--- src/rtl/sac_pkg.sv ---
package sac_pkg;

	// Item kinds
	localparam logic [1:0] KIND_CLEAR = 2'd0;
	localparam logic [1:0] KIND_BLEND = 2'd1;
	localparam logic [1:0] KIND_READ  = 2'd2;

	// Configuration register indexes
	localparam logic [2:0] REG_CANVAS_WIDTH  = 3'd0;
	localparam logic [2:0] REG_CANVAS_HEIGHT = 3'd1;
	localparam logic [2:0] REG_DEST_X        = 3'd2;
	localparam logic [2:0] REG_DEST_Y        = 3'd3;
	localparam logic [2:0] REG_FRAME_WIDTH   = 3'd4;
	localparam logic [2:0] REG_FRAME_HEIGHT  = 3'd5;

	localparam logic [7:0] FULL_ALPHA = 8'd255;
	localparam logic [7:0] HIT_FLOOR  = 8'd16;

	// Row times width, 9 by 9 bits
	localparam int PROD_W = 18;

	// Canvas word layout, blue in the low byte
	typedef struct packed {
		logic [7:0] alpha;
		logic [7:0] red;
		logic [7:0] green;
		logic [7:0] blue;
	} pixel_t;

endpackage

--- src/rtl/sac_blend.sv ---
module sac_blend (
	input  logic            clk,
	input  logic            load,
	input  sac_pkg::pixel_t src,
	input  sac_pkg::pixel_t dst,
	output sac_pkg::pixel_t res
);

	logic [15:0] sr_s1, sg_s1, sb_s1;
	logic [15:0] dr_s1, dg_s1, db_s1, da_s1;
	logic [7:0]  a_s1;
	logic [7:0]  inv_a;
	logic [8:0]  sum_r, sum_g, sum_b, sum_a;

	// x / 255 truncating, exact for x up to 255 * 255
	function automatic logic [7:0] div255(input logic [15:0] x);
		logic [16:0] t;
		t = {1'b0, x} + {9'd0, x[15:8]} + 17'd1;
		return t[15:8];
	endfunction

	assign inv_a = sac_pkg::FULL_ALPHA - src.alpha;

	// Stage 1: premultiply source, weight destination
	always_ff @(posedge clk) begin
		if (load) begin
			sr_s1 <= src.red * src.alpha;
			sg_s1 <= src.green * src.alpha;
			sb_s1 <= src.blue * src.alpha;
			dr_s1 <= dst.red * inv_a;
			dg_s1 <= dst.green * inv_a;
			db_s1 <= dst.blue * inv_a;
			da_s1 <= dst.alpha * inv_a;
			a_s1  <= src.alpha;
		end
	end

	// Stage 2: scale back and add, each term truncated on its own
	always_comb begin
		sum_r = {1'b0, div255(sr_s1)} + {1'b0, div255(dr_s1)};
		sum_g = {1'b0, div255(sg_s1)} + {1'b0, div255(dg_s1)};
		sum_b = {1'b0, div255(sb_s1)} + {1'b0, div255(db_s1)};
		sum_a = {1'b0, a_s1} + {1'b0, div255(da_s1)};
		res.red   = sum_r[7:0];
		res.green = sum_g[7:0];
		res.blue  = sum_b[7:0];
		res.alpha = sum_a[7:0];
	end

endmodule

--- config.mk ---
export PLATFORM = sky130hd
export DESIGN_NAME = sac_blend
export DESIGN_NICKNAME = d
export VERILOG_FILES = /design/src/rtl/sac_pkg.sv /design/src/rtl/sac_blend.sv
export SDC_FILE = /design/constraint.sdc
export NUM_CORES = 1
export LEC_CHECK = 0
export BUFFER_PORTS_ARGS = -buffer_cell sky130_fd_sc_hd__buf_2
export CORE_MARGIN = 3
export CORE_UTILIZATION = 35
export DETAILED_ROUTE_END_ITERATION = 6
export SLEW_MARGIN = 0
export SYNTH_ARGS = -nofsm -noshare
export SYNTH_HDL_FRONTEND = slang
export SYNTH_SLANG_ARGS = --single-unit
--- constraint.sdc ---
create_clock -name clk -period 14.3 [get_ports clk]
set_clock_uncertainty 0.15 [all_clocks]
set_input_delay 2.86 -clock clk [delete_from_list [all_inputs] [get_ports clk]]
set_output_delay 2.86 -clock clk [all_outputs]
set_load 0.01 [all_outputs]
==> results of run 1 <==
-- power groups by stage --
stage / Sequential (mW) / Combinational [mW] / Clock, mW
floorplan: 0.682 / 2.20 / 0
finish: 0.733 / 2.96 / 0.424
global placement: 0.734 / 2.96 / 0
global route: 0.747 / 3.38 / 0.452
detailed placement: 0.736 / 3.01 / 0
CTS: 0.733 / 3.04 / 0.435
-- final timing paths --
kind | end | slack, ns | cells after the start
worst min-delay path | sg_s1[0] | 2.69 | 2
worst max-delay path | sr_s1[15] | 6.88 | 18
-- registers in the layout, indices dropped and copies added, names as in the netlist --
signal  cells
db_s1      16
a_s1        8
dr_s1      16
sg_s1      16
dg_s1      16
sr_s1      16
sb_s1      16
da_s1      16
-- cell type report --
cell class              instances  area (um2)  share of cell area, %
diodes                          4        10.0                 0.0429
clock inverters                12         133                  0.568
flip-flops and latches        120        3600                   15.4
well taps                     782         978                   4.19
multi-input cells            1667       16200                   69.3
repair buffers                106         556                   2.38
inverters                     387        1450                   6.22
clock buffers                  20         437                   1.87
-- critical path: cells and delay by family --
| family | cells | cell delay, ns |
|---|---|---|
| adder cells (fa/ha/maj) | 5 | 2.37 |
| buffers and inverters | 5 | 0.80 |
| AO/OA/AOI/OAI | 6 | 1.07 |
| XOR/XNOR | 1 | 0.13 |
| AND/OR/NAND/NOR | 1 | 0.17 |
-- per-stage QoR --
step / area, um2 / power [mW] / cells / utilization (%) / setup WS (ns)
4_1_cts: 23300 / 4.21 / 3094 / 38.6 / 6.95
6_report: 23400 / 4.12 / 3098 / 38.6 / 6.88
3_3_place_gp: 22800 / 3.69 / 3062 / 37.7 / 6.53
2_1_floorplan: 21400 / 2.89 / 2223 / - / 6.89
5_1_grt: 23300 / 4.58 / 3096 / 38.6 / 6.74
3_5_place_dp: 22800 / 3.75 / 3062 / 37.7 / 6.49
-- layout by cell type, fill, tap and decap left out, types with 15 or more instances in the layout --
master	Yosys	final
o21ai_0	27	27
xor2_1	29	29
ha_1	329	329
fa_1	256	256
clkbuf_16	0	17
o21a_1	26	26
and3_1	18	18
xnor2_1	125	125
nor2b_1	219	219
nand3_1	38	38
and2_1	158	158
nor2_1	73	73
buf_2	1	96
inv_1	387	387
edfxtp_1	120	120
nor3_1	15	15
a21oi_1	74	74
nand2b_1	60	60
nand2_1	92	92
-- cell families after synthesis --
family,share of synthesized area (%)
simple gates,18.4
fa+ha+maj,43.1
buf+inv,7.64
compound gates,7.71
xor+xnor,6.29
flops,16.8
-- per-layer routing --
metal,vias to the layer above,wire [um],global-route usage [%]
met5,-,73,0
met4,10,533,3.15
met3,45,1820,3.26
met2,178,23800,27.7
met1,7469,21200,18.9
li1,7306,-,-
==> summary.md, run 1 <==
| Metric | Value |
|---|---|
| Critical path type | in2reg |
| Yosys top cell by area | fa_1 |
| Final slew viol count | 0 |
| Clock tree root buffer cell | clkbuf_16 |
| Switching power | 1.92 mW |
| Mapped Avg Cell Area | 9.64 um2 |
| Startpoint types | input port |
| Worst IR Drop VDD | 0.0897 mV |
| Rel. slew slack | 36.9% |
| Cells after synthesis | 2223 |
| Largest cells by area after synthesis | fa_1, ha_1, edfxtp_1 |
| Row cnt | 90 |
| Final min period | 7.42 ns |
| Worst-case clock buffer depth | 2 |
| Core ar. | 0.0605 mm2 |
| PwrDens | 176 mW/mm2 |
| Number of synthesized flops with an enable pin | 120 |
| Vias | 15000 |
| Worst setup EP type | register |
| Max Clk Rate | 0.135 GHz |
| Max H-tree Level | 4 |
| Initial drt markers | 608 |
| Mapped Area | 0.0214 mm2 |
| Max_cap viols | 0 |
| Drt total wl | 47400 um |
| Yosys Warn Count | 0 |
| Max stage delay cell, worst path | buf_4 |
| Placer's final routability congestion estimate | 0.791 |
| Most used flip-flop cell after synthesis | edfxtp_1 |
| Largest net degree at the start of global routing | 68 |
| Clock share of power | 10.3% |
| First-pass GRT wire length | 79500 um |
| Min-Delay Path Class | in2reg |
| Inserted Clock Buffers | 17 |
| Share of power burned in registers | 17.8% |
| Synth Net Count | 2874 |
| Netlist cell types | 55 |
| Hold_sp | src[8] |
| Vias in the first global route | 16100 |
| DR vias/cell | 4.84 |
| Gr ovfl total | 0 |
| Sw Ratio | 46.7% |
| Post-synth top area share | 23.9% |
| Layout cells sized above 1 | 7.14% |
| Combinational Power Share | 71.9% |
| Worst Tran Pin Value | 0.946 ns |
| Wirelength per Cell | 15.3 um |
| Post-route ant nets | 0 |
| Final setup viols | 0 |
| CP max stage delay | 0.58 ns |
| Final setup TNS | 0 ns |
| Area Growth Syn to Fin | 9.00% |
| Final worst path period share | 51.9% |
| Status | finished, final reports clean |
| Async SR Flop Fraction | 0% |
| Die Y-Extent | 253 um |
| Fin. Hold Viols | 0 |
| CP required | 14.33 ns |
| First-pass DRT Iterations | 5 |
| Die area | 0.0642 mm2 |
| Fin Hold WS | 2.69 ns |
| Nets | 2950 |
| Most numerous cell in the Yosys netlist | inv_1 |
| RSZ-0062 raised after global routing | no |
| Crit-path cells | buf_2 > buf_4 > nand2_1 > fa_1 > fa_1 > inv_1 > fa_1 > inv_1 > fa_1 > inv_1 > ha_1 > o21a_1 > o31a_1 > o211ai_2 > a21oi_1 > a2111oi_4 > a21oi_2 > xnor2_1 |
| Internal power | 2.19 mW |
| Gr usage total | 15.4% |
| CTS tree | done |
| Crit path top cell by count | fa_1 |
| Remaining DRCs | 0 |
| Post-CTS Hold Fix Bufs | 0 |
| Cts repair resizes | 0 |
| Initial Utilization | 35.4% |
| Die Span X | 253 um |
| Seq/Total Area, Yosys | 16.8% |
| CP max FO | 57 |
| Post-DP HPWL | 37600 um |
| Port bufs | 97 |
| Postcts setup bufs | 0 |
| Num Clock Sinks | 120 |
| CTS clk-pin slew, worst paths | 0.06 ns |
| P_leak | 11.1 nW |
| Crit path launch | src[26] |
| Initial antenna violation count | 9 |
| CP Data Arrival Time | 7.45 ns |
| Fillcell total | 6010 |
| Synth cell count leaders | inv_1, ha_1, fa_1 |
| Seq cells post-synth | 120 |
| IO Count | 98 |
Note: power is estimated with default switching activity, not from simulation.
==> inputs of run 2 (changes only) <==
==> constraint.sdc (replaced) <==
create_clock -name clk -period 7.53 [get_ports clk]
set_clock_uncertainty 0.15 [all_clocks]
set_input_delay 1.506 -clock clk [delete_from_list [all_inputs] [get_ports clk]]
set_output_delay 1.506 -clock clk [all_outputs]
set_load 0.01 [all_outputs]
==> run 2 against run 1 <==
Core utilization rose by 0.12 points. Via count rose by 0.41%. Clock power rose by 89%. Wire length rose by 0.31%. Die area did not move. Count of clock-buffer cells in the layout did not move. Sequential power rose by 88%. Power rose by 90%. Non-clock buffer count rose by 10. Critical path depth did not move. Worst setup slack got worse by 5.5 ns. Final cell count rose by 0.26%. Critical path type unchanged. Largest cell class unchanged.
==> summary.md, run 2 (synthesized netlist as in run 1, its figures left out) <==
| Metric | Value |
|---|---|
| Area Growth Syn to Fin | 9.33% |
| Fin. Hold Viols | 0 |
| Largest net degree at the start of global routing | 66 |
| Max H-tree Level | 4 |
| CTS tree | done |
| Max_cap viols | 0 |
| Post-CTS Hold Fix Bufs | 0 |
| Crit-path cells | buf_2 > buf_4 > nand2_1 > fa_1 > fa_1 > inv_1 > fa_1 > inv_1 > fa_1 > inv_1 > ha_1 > o21a_1 > o31a_1 > o211ai_2 > a21oi_2 > a2111oi_4 > a21oi_2 > xnor2_1 |
| Nets | 2960 |
| Max stage delay cell, worst path | buf_2 |
| Vias in the first global route | 16400 |
| Share of power burned in registers | 17.6% |
| Min-Delay Path Class | in2reg |
| Clock share of power | 10.3% |
| First-pass DRT Iterations | 5 |
| Num Clock Sinks | 120 |
| Worst setup EP type | register |
| CTS clk-pin slew, worst paths | 0.05 ns |
| PwrDens | 333 mW/mm2 |
| CP required | 7.57 ns |
| Cts repair resizes | 0 |
| Postcts setup bufs | 0 |
| Crit path top cell by count | fa_1 |
| IO Count | 98 |
| Placer's final routability congestion estimate | 0.842 |
| Most common cell after layout, fill and taps aside | inv_1 |
| CP max FO | 32 |
| Min-Delay Endpoint | sb_s1[0] |
| Combinational Power Share | 72.1% |
| Core ar. | 0.0605 mm2 |
| Worst-case clock buffer depth | 2 |
| Final min period | 6.14 ns |
| Port bufs | 97 |
| Final setup TNS | 0 ns |
| P_leak | 11.1 nW |
| Max Clk Rate | 0.163 GHz |
| Most frequent cells in the layout | inv_1, ha_1, fa_1, nor2b_1, and2_1 |
| Final setup viols | 0 |
| CP max stage delay | 0.57 ns |
| Initial drt markers | 527 |
| Hold_sp | src[0] |
| Sw Ratio | 46.6% |
| Worst Tran Pin Value | 1.00 ns |
| Final slew viol count | 0 |
| DR vias/cell | 4.85 |
| Initial Utilization | 35.4% |
| Rel. slew slack | 33.3% |
| Worst IR Drop VDD | 0.175 mV |
| Switching power | 3.64 mW |
| Total power | 7.81 mW |
| Initial antenna violation count | 8 |
| RSZ-0062 raised after global routing | no |
| Hold path depth | 2 |
| Gr usage total | 15.5% |
| Die area | 0.0642 mm2 |
| Internal power | 4.17 mW |
| First-pass GRT wire length | 80200 um |
| Critical path type | in2reg |
| Layout cells sized above 1 | 7.58% |
| Post-route ant nets | 0 |
| Clock tree root buffer cell | clkbuf_16 |
| Post-DP HPWL | 38900 um |
| Startpoint types | input port |
| Final worst path period share | 81.5% |
| Wirelength per Cell | 15.3 um |
| Row cnt | 90 |
| Status | finished, final reports clean |
| Remaining DRCs | 0 |
| Die Span X | 253 um |
| Die Y-Extent | 253 um |
| Drt total wl | 47500 um |
| Gr ovfl total | 0 |
| CP Data Arrival Time | 6.18 ns |
| Inserted Clock Buffers | 17 |
| Vias | 15100 |
[run 2: through the flow]
| stage | hold slack [ns] | cell area [um2] | util, % | setup slack [ns] | std cells |
|---|---|---|---|---|---|
| 5_1_grt | 1.34 | 23400 | 38.7 | 1.16 | 3104 |
| 3_3_place_gp | 1.78 | 22900 | 37.8 | 1.05 | 3072 |
| 2_1_floorplan | 1.45 | 21400 | - | 1.47 | 2223 |
| 3_5_place_dp | 1.79 | 22900 | 37.8 | 0.986 | 3072 |
| 6_report | 1.35 | 23400 | 38.7 | 1.39 | 3106 |
| 4_1_cts | 1.31 | 23400 | 38.7 | 1.44 | 3103 |
[run 2: critical path, delay by kind of cell]
family          cells  cell delay, ns
simple gates        1            0.09
fa+ha+maj           5            2.36
xor+xnor            1            0.13
buf+inv             5            1.01
compound gates      6            1.05
[run 2: worst max-delay path by stage]
stage	end	startpoint	cells after the start
after global placement	sb_s1[15]	src[26]	18
after detailed placement	sb_s1[15]	src[26]	18
after CTS	sb_s1[15]	src[26]	18
final	sb_s1[15]	src[26]	18
after floorplan	dr_s1[15]	src[28]	18
after global routing	sb_s1[15]	src[26]	18
[run 2: power by group through the flow]
stage          registers, mW  logic (mW)  clock network [mW]
2_1_floorplan           1.29        4.19                   0
3_3_place_gp            1.38        5.61                   0
3_5_place_dp            1.39        5.73                   0
4_1_cts                 1.38        5.79               0.823
5_1_grt                 1.41        6.44               0.857
6_report                1.38        5.63               0.802
[run 2: metal layers]
| metal | GRT usage (%) | vias up | share of wire, % |
|---|---|---|---|
| met5 | 0 | - | 0.19 |
| met4 | 3.54 | 12 | 1.5 |
| met3 | 2.85 | 62 | 3.3 |
| met2 | 28.1 | 162 | 50 |
| met1 | 19.0 | 7512 | 45 |
| li1 | - | 7321 | - |
[run 2: final cells by class]
cell class | instances | area (um2)
fillers | 5973 | 37000
multi-input cells | 1667 | 16200
flip-flops and latches | 120 | 3600
inverters | 387 | 1450
well taps | 782 | 978
repair buffers | 116 | 631
clock buffers | 20 | 437
clock inverters | 11 | 131
diodes | 3 | 7.51
==> inputs of run 3 (changes only) <==
==> constraint.sdc (replaced) <==
create_clock -name clk -period 6.3 [get_ports clk]
set_clock_uncertainty 0.15 [all_clocks]
set_input_delay 1.26 -clock clk [delete_from_list [all_inputs] [get_ports clk]]
set_output_delay 1.26 -clock clk [all_outputs]
set_load 0.01 [all_outputs]
==> run 3 against run 2 <==
Final cell count is the same. Largest power group unchanged. Largest cell class unchanged. Global-route usage about the same. Combinational power is 19% higher. Wire length decreased by 1.1%. Power grew 20%. Critical path depth decreased by 4.
==> summary.md, run 3 (synthesized netlist as in run 1, its figures left out) <==
| Metric | Value |
|---|---|
| RSZ-0062 raised after global routing | no |
| First-pass DRT Iterations | 5 |
| Post-DP HPWL | 37800 um |
| Startpoint types | register |
| Largest net degree at the start of global routing | 58 |
| First-pass GRT wire length | 80600 um |
| Num Clock Sinks | 120 |
| Met2 wire len | 22900 um |
| Final setup TNS | 0 ns |
| Worst Tran Pin Value | 0.597 ns |
| Fillcell total | 5951 |
| DR vias/cell | 4.88 |
| Fin. Hold Viols | 0 |
| Die Span X | 253 um |
| Max H-tree Level | 4 |
| Layout cells sized above 1 | 7.58% |
| Die area | 0.0642 mm2 |
| Die Y-Extent | 253 um |
| Post-route insts no fill | 3106 |
| Initial Utilization | 35.4% |
| CP required | 4.89 ns |
| Critical path type | reg2out |
| Area Growth Syn to Fin | 9.86% |
| Vias | 15200 |
| Drt total wl | 47000 um |
| Gr ovfl total | 0 |
| Core ar. | 0.0605 mm2 |
| Nets | 2960 |
| Most frequent cells in the layout | inv_1, ha_1, fa_1, nor2b_1, and2_1 |
| Min-Delay Path Class | in2reg |
| Row cnt | 90 |
| Rel. slew slack | 60.2% |
| Worst IR Drop VDD | 0.169 mV |
| Inserted Clock Buffers | 17 |
| Vias in the first global route | 16400 |
| Initial antenna violation count | 9 |
| Postcts setup bufs | 0 |
| CP max FO | 4 |
| Max layer used | met5 |
| Worst-case clock buffer depth | 2 |
| Initial drt markers | 531 |
| CTS clk-pin slew, worst paths | 0.05 ns |
| PwrDens | 397 mW/mm2 |
| Cts repair resizes | 0 |
| Final slew viol count | 0 |
| Status | finished, final reports clean |
| Met3 routed WL | 2050 um |
| CP Data Arrival Time | 4.15 ns |
| Remaining DRCs | 0 |
| Wirelength per Cell | 15.1 um |
| P_leak | 11.2 nW |
| Met1 wire length | 21400 um |
| Most common cell after layout, fill and taps aside | inv_1 |
| Final min period | 5.56 ns |
| Final worst path period share | 88.2% |
| Clock tree root buffer cell | clkbuf_16 |
| Post-route ant nets | 0 |
| Gr usage total | 15.5% |
| Final design utilization | 38.9% |
| Fin Hold WS | 1.09 ns |
| IO Count | 98 |
| CTS tree | done |
| Max_cap viols | 0 |
| Max Clk Rate | 0.180 GHz |
| Worst setup EP type | output pin |
| Post-CTS Hold Fix Bufs | 0 |
| Placer's final routability congestion estimate | 0.810 |
| Final setup viols | 0 |
| Port bufs | 97 |
| Placed insts | 3072 |
-- run 3: where the power goes --
group	internal (mW)	leakage, nW	switching, mW	total, mW
registers	1.37	1.17	0.293	1.67
logic	2.99	9.71	3.69	6.68
clock network	0.653	0.292	0.348	1.00
total	5.02	11.2	4.33	9.35
-- run 3: worst paths after layout --
path / from / endpoint / slack, ns / depth (start not counted)
min: dst[0] / db_s1[0] / 1.09 / 2
max: sr_s1[13] / res[23] / 0.74 / 14
-- run 3: cell type report --
| type | count | area [um2] | share of cell area [%] |
|---|---|---|---|
| inverter | 387 | 1450 | 6.17 |
| sequential | 120 | 3600 | 15.3 |
| tap | 782 | 978 | 4.16 |
| clock inverter | 10 | 153 | 0.648 |
| multi-input combinational | 1667 | 16200 | 68.8 |
| clock buffer | 21 | 440 | 1.87 |
| antenna | 3 | 7.51 | 0.0319 |
| timing repair buffer | 116 | 718 | 3.05 |
-- run 3: critical path, cell delays in order (launching register included) --
cell and delay (ns):
edfxtp_1 0.52, ha_1 0.36, a2111oi_0 0.41, nand2_1 0.09, o22a_1 0.25, nand2_1 0.11, xnor2_1 0.25, ha_1 0.32
a21oi_1 0.20, o211ai_1 0.16, o41ai_1 0.32, xnor2_1 0.18, xnor2_1 0.10, xnor2_1 0.26, buf_2 0.19
-- run 3: stage by stage --
stage	power, mW	worst slack [ns]	cell area [um2]
floorplan	6.55	0.486	21400
global placement	8.33	0.434	22900
detailed placement	8.46	0.332	22900
CTS	9.56	0.677	23500
global route	10.4	0.352	23500
finish	9.35	0.743	23500
-- run 3: per-layer routing --
| layer | vias to the layer above | global-route usage (%) |
|---|---|---|
| met2 | 201 | 26.9 |
| met5 | - | 0 |
| met4 | 14 | 3.54 |
| met1 | 7563 | 19.9 |
| li1 | 7321 | - |
| met3 | 54 | 3.09 |
